$ cat src/rtl/hcbd_pkg.sv
// hcbd_pkg: types and constants of the chunked body decoder
// no dependencies; used by the channel interfaces and the core
`timescale 1ns / 1ps

package hcbd_pkg;

  localparam int LEN_BITS = 32;
  localparam int BODY_LEN_W = 32;

  localparam logic [7:0] CHAR_CR = 8'h0D;
  localparam logic [7:0] CHAR_LF = 8'h0A;

  typedef enum logic [2:0] {
    PH_SIZE    = 3'd0,
    PH_SIZE_LF = 3'd1,
    PH_DATA    = 3'd2,
    PH_DATA_CR = 3'd3,
    PH_DATA_LF = 3'd4,
    PH_END_CR  = 3'd5,
    PH_END_LF  = 3'd6,
    PH_ERROR   = 3'd7
  } phase_t;

  typedef enum logic [1:0] {
    KIND_FRAME = 2'd0,
    KIND_DATA  = 2'd1,
    KIND_DONE  = 2'd2,
    KIND_ERROR = 2'd3
  } kind_t;

  typedef logic [LEN_BITS-1:0] len_t;

  typedef struct packed {
    logic       is_hex;
    logic [3:0] value;
  } hex_digit_t;

  function automatic hex_digit_t hex_decode(input logic [7:0] c);
    hex_digit_t h;
    h.is_hex = 1'b1;
    h.value  = 4'd0;
    if (c >= 8'h30 && c <= 8'h39) begin
      h.value = 4'(c - 8'h30);
    end else if (c >= 8'h41 && c <= 8'h46) begin
      h.value = 4'(c - 8'h37);
    end else if (c >= 8'h61 && c <= 8'h66) begin
      h.value = 4'(c - 8'h57);
    end else begin
      h.is_hex = 1'b0;
    end
    return h;
  endfunction

endpackage

$ cat src/rtl/hcbd_if.sv
// hcbd_byte_if and hcbd_result_if: valid/ready channels of the decoder
// depends on hcbd_pkg
`timescale 1ns / 1ps

interface hcbd_byte_if;
  logic       valid;
  logic       ready;
  logic [7:0] byte_in;

  modport source (output valid, output byte_in, input ready);
  modport sink (input valid, input byte_in, output ready);
endinterface

interface hcbd_result_if;
  logic                                valid;
  logic                                ready;
  hcbd_pkg::kind_t                     kind;
  logic [7:0]                          data_byte;
  logic [hcbd_pkg::BODY_LEN_W-1:0]     body_length;

  modport source (output valid, output kind, output data_byte, output body_length,
                  input ready);
  modport sink (input valid, input kind, input data_byte, input body_length,
                output ready);
endinterface

$ cat src/rtl/http_chunked_body_decoder_core.sv
// http_chunked_body_decoder_core: chunk framing parser, one byte per cycle unless the result stalls
// the result of a taken byte is held in the output register from the next cycle
// throughput: one byte per cycle while result.ready is high; the output register frees as it is taken
// the state update is a single pass of parse logic with the length adds and compares
// reset: rst clears parser state, running total and output valid
// depends on hcbd_pkg and hcbd_if
`timescale 1ns / 1ps

module http_chunked_body_decoder_core (
  input logic          clk,
  input logic          rst,
  hcbd_byte_if.sink    stream,
  hcbd_result_if.source result
);
  import hcbd_pkg::*;

  phase_t      phase, phase_next;
  len_t        chunk_count, chunk_count_next;
  logic        digit_seen, digit_seen_next;
  len_t        total_length, total_length_next;

  kind_t       kind_next;
  logic [7:0]  data_next;
  len_t        len_out;

  logic        out_valid;
  kind_t       out_kind;
  logic [7:0]  out_data;
  logic [BODY_LEN_W-1:0] out_length;

  logic        take;
  hex_digit_t  hex;
  logic [LEN_BITS:0] len_sum;
  logic [63:0] len_wide;

  assign stream.ready = !out_valid || result.ready;
  assign take         = stream.valid && stream.ready;
  assign hex          = hex_decode(stream.byte_in);
  assign len_sum      = {1'b0, chunk_count} + {1'b0, total_length};

  // next state
  always_comb begin
    phase_next        = phase;
    chunk_count_next  = chunk_count;
    digit_seen_next   = digit_seen;
    total_length_next = total_length;
    unique case (phase)
      PH_SIZE: begin
        if (hex.is_hex) begin
          if (|chunk_count[LEN_BITS-1 -: 4]) begin
            phase_next = PH_ERROR;
          end else begin
            chunk_count_next = {chunk_count[LEN_BITS-5:0], hex.value};
            digit_seen_next  = 1'b1;
          end
        end else if (stream.byte_in == CHAR_CR && digit_seen) begin
          phase_next = PH_SIZE_LF;
        end else begin
          phase_next = PH_ERROR;
        end
      end
      PH_SIZE_LF: begin
        priority if (stream.byte_in != CHAR_LF) begin
          phase_next = PH_ERROR;
        end else if (len_sum[LEN_BITS]) begin
          phase_next = PH_ERROR;
        end else if (chunk_count == '0) begin
          phase_next = PH_END_CR;
        end else begin
          phase_next = PH_DATA;
        end
      end
      PH_DATA: begin
        total_length_next = total_length + 1'b1;
        chunk_count_next  = chunk_count - 1'b1;
        if (chunk_count == len_t'(1)) begin
          phase_next = PH_DATA_CR;
        end
      end
      PH_DATA_CR: begin
        phase_next = (stream.byte_in == CHAR_CR) ? PH_DATA_LF : PH_ERROR;
      end
      PH_DATA_LF: begin
        if (stream.byte_in == CHAR_LF) begin
          phase_next       = PH_SIZE;
          chunk_count_next = '0;
          digit_seen_next  = 1'b0;
        end else begin
          phase_next = PH_ERROR;
        end
      end
      PH_END_CR: begin
        phase_next = (stream.byte_in == CHAR_CR) ? PH_END_LF : PH_ERROR;
      end
      PH_END_LF: begin
        if (stream.byte_in == CHAR_LF) begin
          phase_next        = PH_SIZE;
          chunk_count_next  = '0;
          digit_seen_next   = 1'b0;
          total_length_next = '0;
        end else begin
          phase_next = PH_ERROR;
        end
      end
      PH_ERROR: begin
        phase_next = PH_ERROR;
      end
      default: begin
        phase_next = PH_ERROR;
      end
    endcase
  end

  // result of this request
  always_comb begin
    kind_next = KIND_FRAME;
    data_next = 8'h00;
    len_out   = total_length;
    if (phase_next == PH_ERROR) begin
      kind_next = KIND_ERROR;
    end else if (phase == PH_DATA) begin
      kind_next = KIND_DATA;
      data_next = stream.byte_in;
      len_out   = total_length_next;
    end else if (phase == PH_END_LF) begin
      kind_next = KIND_DONE;
    end
  end

  assign len_wide = 64'(len_out);

  always_ff @(posedge clk) begin
    if (rst) begin
      phase        <= PH_SIZE;
      chunk_count  <= '0;
      digit_seen   <= 1'b0;
      total_length <= '0;
      out_valid    <= 1'b0;
    end else begin
      if (take) begin
        phase        <= phase_next;
        chunk_count  <= chunk_count_next;
        digit_seen   <= digit_seen_next;
        total_length <= total_length_next;
        out_valid    <= 1'b1;
      end else if (result.ready) begin
        out_valid <= 1'b0;
      end
    end
  end

  always_ff @(posedge clk) begin
    if (take) begin
      out_kind   <= kind_next;
      out_data   <= data_next;
      out_length <= len_wide[BODY_LEN_W-1:0];
    end
  end

  assign result.valid       = out_valid;
  assign result.kind        = out_kind;
  assign result.data_byte   = out_data;
  assign result.body_length = out_length;

`ifndef NO_ASSERTIONS
  a_error_sticky: assert property (@(posedge clk) disable iff (rst)
    phase == PH_ERROR |=> phase == PH_ERROR)
    else $error("error phase left without reset");

  a_error_result: assert property (@(posedge clk) disable iff (rst)
    out_valid && out_kind == KIND_ERROR |-> phase == PH_ERROR)
    else $error("error result without error phase");

  a_data_only: assert property (@(posedge clk) disable iff (rst)
    out_valid && out_data != 8'h00 |-> out_kind == KIND_DATA)
    else $error("data byte on a non-data result");

  a_data_path: assert property (@(posedge clk) disable iff (rst)
    take && phase == PH_DATA |=> out_valid && out_kind == KIND_DATA)
    else $error("data request did not give a data result");

  a_total_kept: assert property (@(posedge clk) disable iff (rst)
    take && (phase == PH_SIZE || phase == PH_SIZE_LF || phase == PH_DATA_CR)
    |=> $stable(total_length))
    else $error("total changed on a framing byte");
`endif

endmodule
$ cat src/flat_wrapper.sv
// flat-port wrapper written by rule: the top's interface ports become plain ports
module http_chunked_body_decoder_core_flat import hcbd_pkg::*;
  (clk, rst, stream_valid, stream_byte_in, stream_ready, result_valid, result_kind, result_data_byte, result_body_length, result_ready);
  hcbd_byte_if stream_i ();
  hcbd_result_if result_i ();
  input logic clk;
  input logic rst;
  input wire logic [$bits(stream_i.valid)-1:0] stream_valid;
  input wire logic [$bits(stream_i.byte_in)-1:0] stream_byte_in;
  output wire logic [$bits(stream_i.ready)-1:0] stream_ready;
  output wire logic [$bits(result_i.valid)-1:0] result_valid;
  output wire logic [$bits(result_i.kind)-1:0] result_kind;
  output wire logic [$bits(result_i.data_byte)-1:0] result_data_byte;
  output wire logic [$bits(result_i.body_length)-1:0] result_body_length;
  input wire logic [$bits(result_i.ready)-1:0] result_ready;
  assign stream_i.valid = stream_valid;
  assign stream_i.byte_in = stream_byte_in;
  assign stream_ready = stream_i.ready;
  assign result_valid = result_i.valid;
  assign result_kind = result_i.kind;
  assign result_data_byte = result_i.data_byte;
  assign result_body_length = result_i.body_length;
  assign result_i.ready = result_ready;
  http_chunked_body_decoder_core u_core (.clk(clk), .rst(rst), .stream(stream_i), .result(result_i));
endmodule
$ cat config.mk
export PLATFORM = sky130hd
export DESIGN_NAME = http_chunked_body_decoder_core_flat
export DESIGN_NICKNAME = d
export VERILOG_FILES = /design/src/rtl/hcbd_pkg.sv /design/src/rtl/hcbd_if.sv /design/src/rtl/http_chunked_body_decoder_core.sv /design/src/flat_wrapper.sv
export SDC_FILE = /design/constraint.sdc
export NUM_CORES = 1
export LEC_CHECK = 0
export ABC_AREA = 1
export BUFFER_PORTS_ARGS = -buffer_cell sky130_fd_sc_hd__buf_2
export CORE_ASPECT_RATIO = 0.8
export CORE_MARGIN = 10
export CORE_UTILIZATION = 30
export DETAILED_ROUTE_END_ITERATION = 12
export HOLD_SLACK_MARGIN = 0.03
export MAX_ROUTING_LAYER = met4
export PLACE_DENSITY = 0.47
export RECOVER_POWER = 50
export SLEW_MARGIN = 0
export SYNTH_ARGS = -nofsm -noshare
export SYNTH_HDL_FRONTEND = slang
export SYNTH_SLANG_ARGS = --single-unit
export TNS_END_PERCENT = 5
$ cat constraint.sdc
create_clock -name clk -period 2.6 [get_ports clk]
set_input_delay 0.13 -clock clk [delete_from_list [all_inputs] [get_ports clk]]
set_output_delay 0.13 -clock clk [all_outputs]
set_load 0.02 [all_outputs]
==> key figures, run 1 <==
Die
  • Die Ht: 162 um
  • Rows: 51
  • Core Footprint: 24500 um2
  • Initial Util: 30.7%
  • Die X: 197 um
  • I/O pin count: 56
  • Total die area: 31900 um2

Clock tree
  • Postcts setup bufs: 0
  • CTS Hold Bufs: 0
  • CTS tree: built
  • # H-tree levels: 3
  • CTS Root Cell: clkbuf_16
  • Sink Count: 111
  • Post_cts resized: 0
  • Clk Latency, worst-skew pair: 360 ps
  • TritonCTS Buffers: 9
  • Clock Pin Slew Worst Setup and Hold Paths: 80 ps
  • Clock buffer depth: 2

Finish
  • Most common cell after layout, fill and taps aside: nand2_1
  • Layout cells sized above 1: 9.59%
  • Ant diodes: 0
  • Commonest non-fill, non-tap cells in the layout: 214 x nand2_1, 140 x nor2_1, 124 x inv_1, 89 x a21oi_1, 69 x dfxtp_1
  • FILL cells: 2745
  • Fin nets: 1171
  • Area Overhead vs Synth: 12.1%

Critical path
  • Crit path DAT: 2470 ps
  • Critical Path Source: u_core.total_length[6]
  • Max Fanout on Critical Path: 5
  • CP Launch Type: register
  • CP Capture Type: register
  • WS Path Type: reg -> reg
  • Worst r2r src: u_core.total_length[6]
  • WP data required: 2710 ps

Route
  • Drt first-iter violations: 537
  • Vias: 7237
  • TritonRoute pass-1 iters: 5
  • Drt total wl: 24600 um
  • DRC errors left: 0
  • WL per Instance: 17.0 um
  • ANT nets after route: 0
  • DR vias/cell: 5.01

Power
  • VDD IR max: 287 uV
  • LEAKAGE: 3.69 nW
  • PnR Total Power: 4.93 mW
  • Pwr Density: 584 nW/um2

Hold path
  • Hold WC Path Type: in -> reg
  • Hold_sp: result_ready

Timing
  • Final worst slack: 247 ps
  • Pins Over Slew Limit: 0
  • Final setup fails: 0
  • Final min period: 2350 ps
  • Slew @ Worst Pin: 1310 ps
  • Fin crit share: 90.5%
  • Highest clock rate: 425 MHz
  • Hold_ws: 75.2 ps
  • Final Skew: 13.6 ps
  • Setup TNS: 0 ps
  • Final hold violations: 0
  • Slew HR: 12.8%
  • RSZ-0062 raised after global routing: false

GRT
  • Total GRT Usage: 15.8%
  • First-pass GRT wire length: 38900 um
  • Pin count of the biggest net entering global routing: 89
  • Initial antenna violation count: 0
  • Vias in the first global route: 6697
  • Global route overflow: 0

Logic synthesis
  • Post-synth top area share: 18.3%
  • Seq cells post-synth: 111
  • Cell count after synthesis: 1068
  • Syn Nets: 1118
  • Ys Warns: 0
  • Mapped Area: 7530 um2
  • Synth area leaders: dfxtp_1 18%, edfxtp_1 17%, nand2_1 11%, nor2_1 7.0%, ha_1 6.3%
  • Fraction of registers with async set/reset: 0%
  • Top_reg_cell synth: dfxtp_1
  • Post-synth EDFFs: 42
  • Syn Area/Cell: 7.05 um2
  • Post-synth top area cell: dfxtp_1
  • Post-synthesis sequential area ratio: 35.1%
  • Count of cell types in the netlist: 51

Placement
  • Post-DP HPWL: 18400 um
  • Setup WS pre-CTS: 330 ps
  • Routability congestion estimate: 0.912
  • Number of port buffers: 55

Run
  • Max_cap viols: 0

Run status
  • Run status: completed
-- cells by family after synthesis --
group / Yosys count / synth area share (%)
AOI/OAI and AO/OA: 233 / 18.6
xor gates and xnor gates: 8 / 0.930
adders and majority gates: 38 / 6.31
buffers and inverters: 179 / 9.78
DFF: 111 / 35.1
and+or+nand+nor: 499 / 29.3
-- path summary, 6_finish.rpt --
check	endpoint	slack [ps]	cells after the start
setup / recovery	u_core.result.body_length[22]	250	8
hold / removal	u_core.result.valid	80	4
setup reg to reg	u_core.result.body_length[22]	250	8
hold reg to reg	u_core.result.valid	520	2
-- flip-flops by register name (all words and copies together), names as in the netlist --
register and cells:
u_core.digit_seen 1, u_core.result.kind 2, u_core.chunk_count 32, u_core.result.valid 1, u_core.total_length 32, u_core.result.data_byte 8, u_core.phase 3, u_core.result.body_length 32
-- layer usage --
metal | GRT usage [%] | part of all wire, %
met1 | 23.0 | 53
met2 | 22.0 | 41
met3 | 3.08 | 5.3
met4 | 2.90 | 0.84
met5 | - | 0
-- synthesized netlist by cell type (10+ instances only) --
cell,count
edfxtp_1,42
o21ai_1,10
a21oi_1,89
nor3_2,11
inv_1,124
buf_2,13
a211oi_2,11
clkbuf_1,16
o21ai_0,65
nand2_1,214
ha_1,38
dfxtp_1,69
nand3_1,56
inv_2,13
o211ai_1,10
nand4_1,25
nor3_1,23
nor2_1,141
-- metrics by stage --
step                      area, um2  std cells  util, %
after floorplan                7540       1068        -
after global placement         8250       1428     33.7
after detailed placement       8250       1428     33.7
after CTS                      8540       1444     34.8
after global routing           8440       1444     34.5
final                          8440       1444     34.5
-- power breakdown --
part           leakage [nW]  internal [mW]  switching [mW]  total (mW)
clock                 0.137          0.665           0.725        1.39
sequential            0.990           1.95           0.140        2.09
combinational          2.56          0.439            1.02        1.46
total                  3.69           3.05            1.88        4.93
-- cell type report --
class,instances,area (um2),share of cell area (%)
Clock buffer,9,225,2.67
Timing Repair Buffer,82,439,5.20
Multi-Input combinational cell,778,4160,49.2
Inverter,139,523,6.19
Sequential cell,111,2640,31.3
Tap cell,318,398,4.71
Clock inverter,7,58.8,0.697
-- critical path, cell delays in order (launching register included) --
cell	delay (ps)
dfxtp_1	400
nand2_1	200
nor2_4	190
nand2_1	130
nor3_1	340
nand4_1	240
nor2_1	260
o21ai_0	150
o22a_1	190
No activity file was read; power rests on OpenSTA's default activity.
==> run 2, diff against run 1 <==
--- a/config.mk
+++ b/config.mk
@@ -10,11 +10,12 @@
 export CORE_ASPECT_RATIO = 0.8
 export CORE_MARGIN = 10
 export CORE_UTILIZATION = 30
+export CTS_CLUSTER_DIAMETER = 150
 export DETAILED_ROUTE_END_ITERATION = 12
 export HOLD_SLACK_MARGIN = 0.03
 export MAX_ROUTING_LAYER = met4
 export PLACE_DENSITY = 0.47
-export RECOVER_POWER = 50
+export RECOVER_POWER = 100
 export SLEW_MARGIN = 0
 export SYNTH_ARGS = -nofsm -noshare
 export SYNTH_HDL_FRONTEND = slang
==> run 2 against run 1 <==
Effect of this change: maximum frequency shrank 1.8%; total power shrank 0.64%; die area is the same; global-route usage is the same; worst hold slack gained 2.5 ps; via count shrank 0.33%; largest cell class unchanged; highest routed layer unchanged.
==> key figures, run 2 (synthesized netlist as in run 1, its figures left out) <==
Run status
  • Run status: completed

Timing
  • Final min period: 2400 ps
  • Slew @ Worst Pin: 1260 ps
  • Final worst slack: 204 ps
  • Fin crit share: 92.1%
  • Final hold violations: 0
  • RSZ-0062 raised after global routing: false
  • Setup TNS: 0 ps
  • Slew HR: 16.3%
  • Final setup fails: 0
  • Highest clock rate: 417 MHz
  • Final Skew: 14.0 ps
  • Hold_ws: 77.6 ps
  • Pins Over Slew Limit: 0

Critical path
  • CP Capture Type: register
  • WS Path Type: reg -> reg
  • R2r endpoint: u_core.chunk_count[6]
  • Buffer and inverter count on the worst path: 3
  • CP Launch Type: register
  • Worst r2r src: u_core.phase[2]
  • R2R depth: 8
  • FF-to-FF setup slack: 200 ps
  • CP top delay family: buffers and inverters
  • Crit path DAT: 2620 ps
  • Critical path, cell by cell: inv_2 > nor2_1 > nor2_4 > inv_1 > buf_4 > o22ai_1 > o21ai_0 > a21oi_1
  • CP max-delay cell: dfxtp_1
  • Max Fanout on Critical Path: 14
  • WP data required: 2820 ps
  • Max incr delay on CP: 650 ps

Finish
  • Ant diodes: 0
  • Most common cell after layout, fill and taps aside: nand2_1
  • Finished Layout Cells: 1444
  • Layout cells sized above 1: 7.82%
  • Final core occ: 34.2%
  • Area Overhead vs Synth: 11.1%
  • Commonest non-fill, non-tap cells in the layout: 216 x nand2_1, 142 x nor2_1, 126 x inv_1, 90 x a21oi_1, 70 x o21ai_0
  • Fin nets: 1171
  • Post-route design area: 8370 um2

Clock tree
  • Postcts setup bufs: 0
  • TritonCTS Buffers: 9
  • Sink Count: 111
  • CTS tree: built
  • # H-tree levels: 3
  • CTS Root Cell: clkbuf_16
  • Clock buffer depth: 2
  • CTS Hold Bufs: 0
  • Clock Pin Slew Worst Setup and Hold Paths: 80 ps
  • Post_cts resized: 0
  • Clk Latency, worst-skew pair: 360 ps

Power
  • Switching portion of total power: 38.0%
  • Int Power: 3.04 mW
  • PnR Total Power: 4.90 mW
  • NetSw: 1.86 mW
  • Seq pwr share: 42.5%
  • Combinational power share: 29.1%
  • Clk pwr share: 28.4%
  • VDD IR max: 286 uV
  • Pwr Density: 585 nW/um2
  • LEAKAGE: 3.66 nW

Route
  • ANT nets after route: 0
  • Drt first-iter violations: 552
  • DR vias/cell: 5.00
  • WL per Instance: 17.0 um
  • TritonRoute pass-1 iters: 5
  • Vias: 7213
  • DRC errors left: 0
  • Drt total wl: 24500 um

Hold path
  • Hold EP: u_core.result.valid
  • Hold WC Path Type: in -> reg
  • Hold Crit Depth: 4
  • Hold_sp: result_ready

Die
  • Rows: 51
  • Initial Util: 30.7%
  • Total die area: 31900 um2
  • Core Footprint: 24500 um2
  • Die Ht: 162 um
  • Die X: 197 um
  • I/O pin count: 56

GRT
  • Total GRT Usage: 15.8%
  • First-pass GRT wire length: 38900 um
  • Vias in the first global route: 6697
  • Initial antenna violation count: 0
  • Pin count of the biggest net entering global routing: 89
  • Global route overflow: 0

Placement
  • Setup WS pre-CTS: 330 ps
  • Post-DP HPWL: 18400 um
  • Placed Area: 8250 um2
  • Routability congestion estimate: 0.912
  • Number of port buffers: 55
  • Placed Cells: 1428

Run
  • Max_cap viols: 0
## run 2: changes by cell type in the layout (fill, tap and decap cells not counted), moves of 3 or more
cell	change
o21ai_1	-5
nor3_2	-3
a211oi_1	+5
nor3_1	+3
a211oi_2	-5
o21ai_0	+5
inv_2	-4
## run 2: how the worst max path moves through the flow
| stage | startpoint | end | slack [ps] | cells after the start |
|---|---|---|---|---|
| 6_report | u_core.phase[2] | u_core.chunk_count[6] | 200 | 8 |
| 5_1_grt | u_core.chunk_count[0] | u_core.result.kind[0] | 10 | 13 |
| 4_1_cts | u_core.total_length[6] | u_core.result.body_length[22] | 300 | 8 |
| 3_5_place_dp | u_core.chunk_count[0] | u_core.result.kind[0] | 330 | 13 |
| 3_3_place_gp | stream_byte_in[0] | u_core.result.body_length[6] | 310 | 11 |
| 2_1_floorplan | u_core.result.valid | u_core.result.body_length[0] | 270 | 5 |
## run 2: area by class of cell
type / count / area, um2
fillers: 2754 / 16100
multi-input cells: 778 / 4090
flip-flops and latches: 111 / 2640
inverters: 139 / 523
repair buffers: 82 / 432
well taps: 318 / 398
clock buffers: 9 / 225
clock inverters: 7 / 58.8
## run 2: power by group through the flow
stage | clock (mW) | sequential (mW) | combinational [mW]
floorplan | 0 | 2.14 | 0.992
global placement | 0 | 2.13 | 1.46
detailed placement | 0 | 2.13 | 1.46
CTS | 1.43 | 2.09 | 1.47
global route | 1.50 | 2.10 | 1.61
finish | 1.39 | 2.08 | 1.42
## run 2: metal layers
layer | up-vias | routed length, um | track usage (%)
li1 | 3695 | - | -
met1 | 3300 | 13000 | 23.0
met2 | 202 | 9850 | 22.0
met3 | 16 | 1470 | 3.08
met4 | 0 | 221 | 2.90
met5 | - | 0 | -
## run 2: worst register-to-register path, cell delays in order (launching register included)
cell     delay (ps)
dfxtp_1         650
inv_2            70
nor2_1          400
nor2_4          180
inv_1           310
buf_4           310
o22ai_1         110
o21ai_0         180
a21oi_1          60
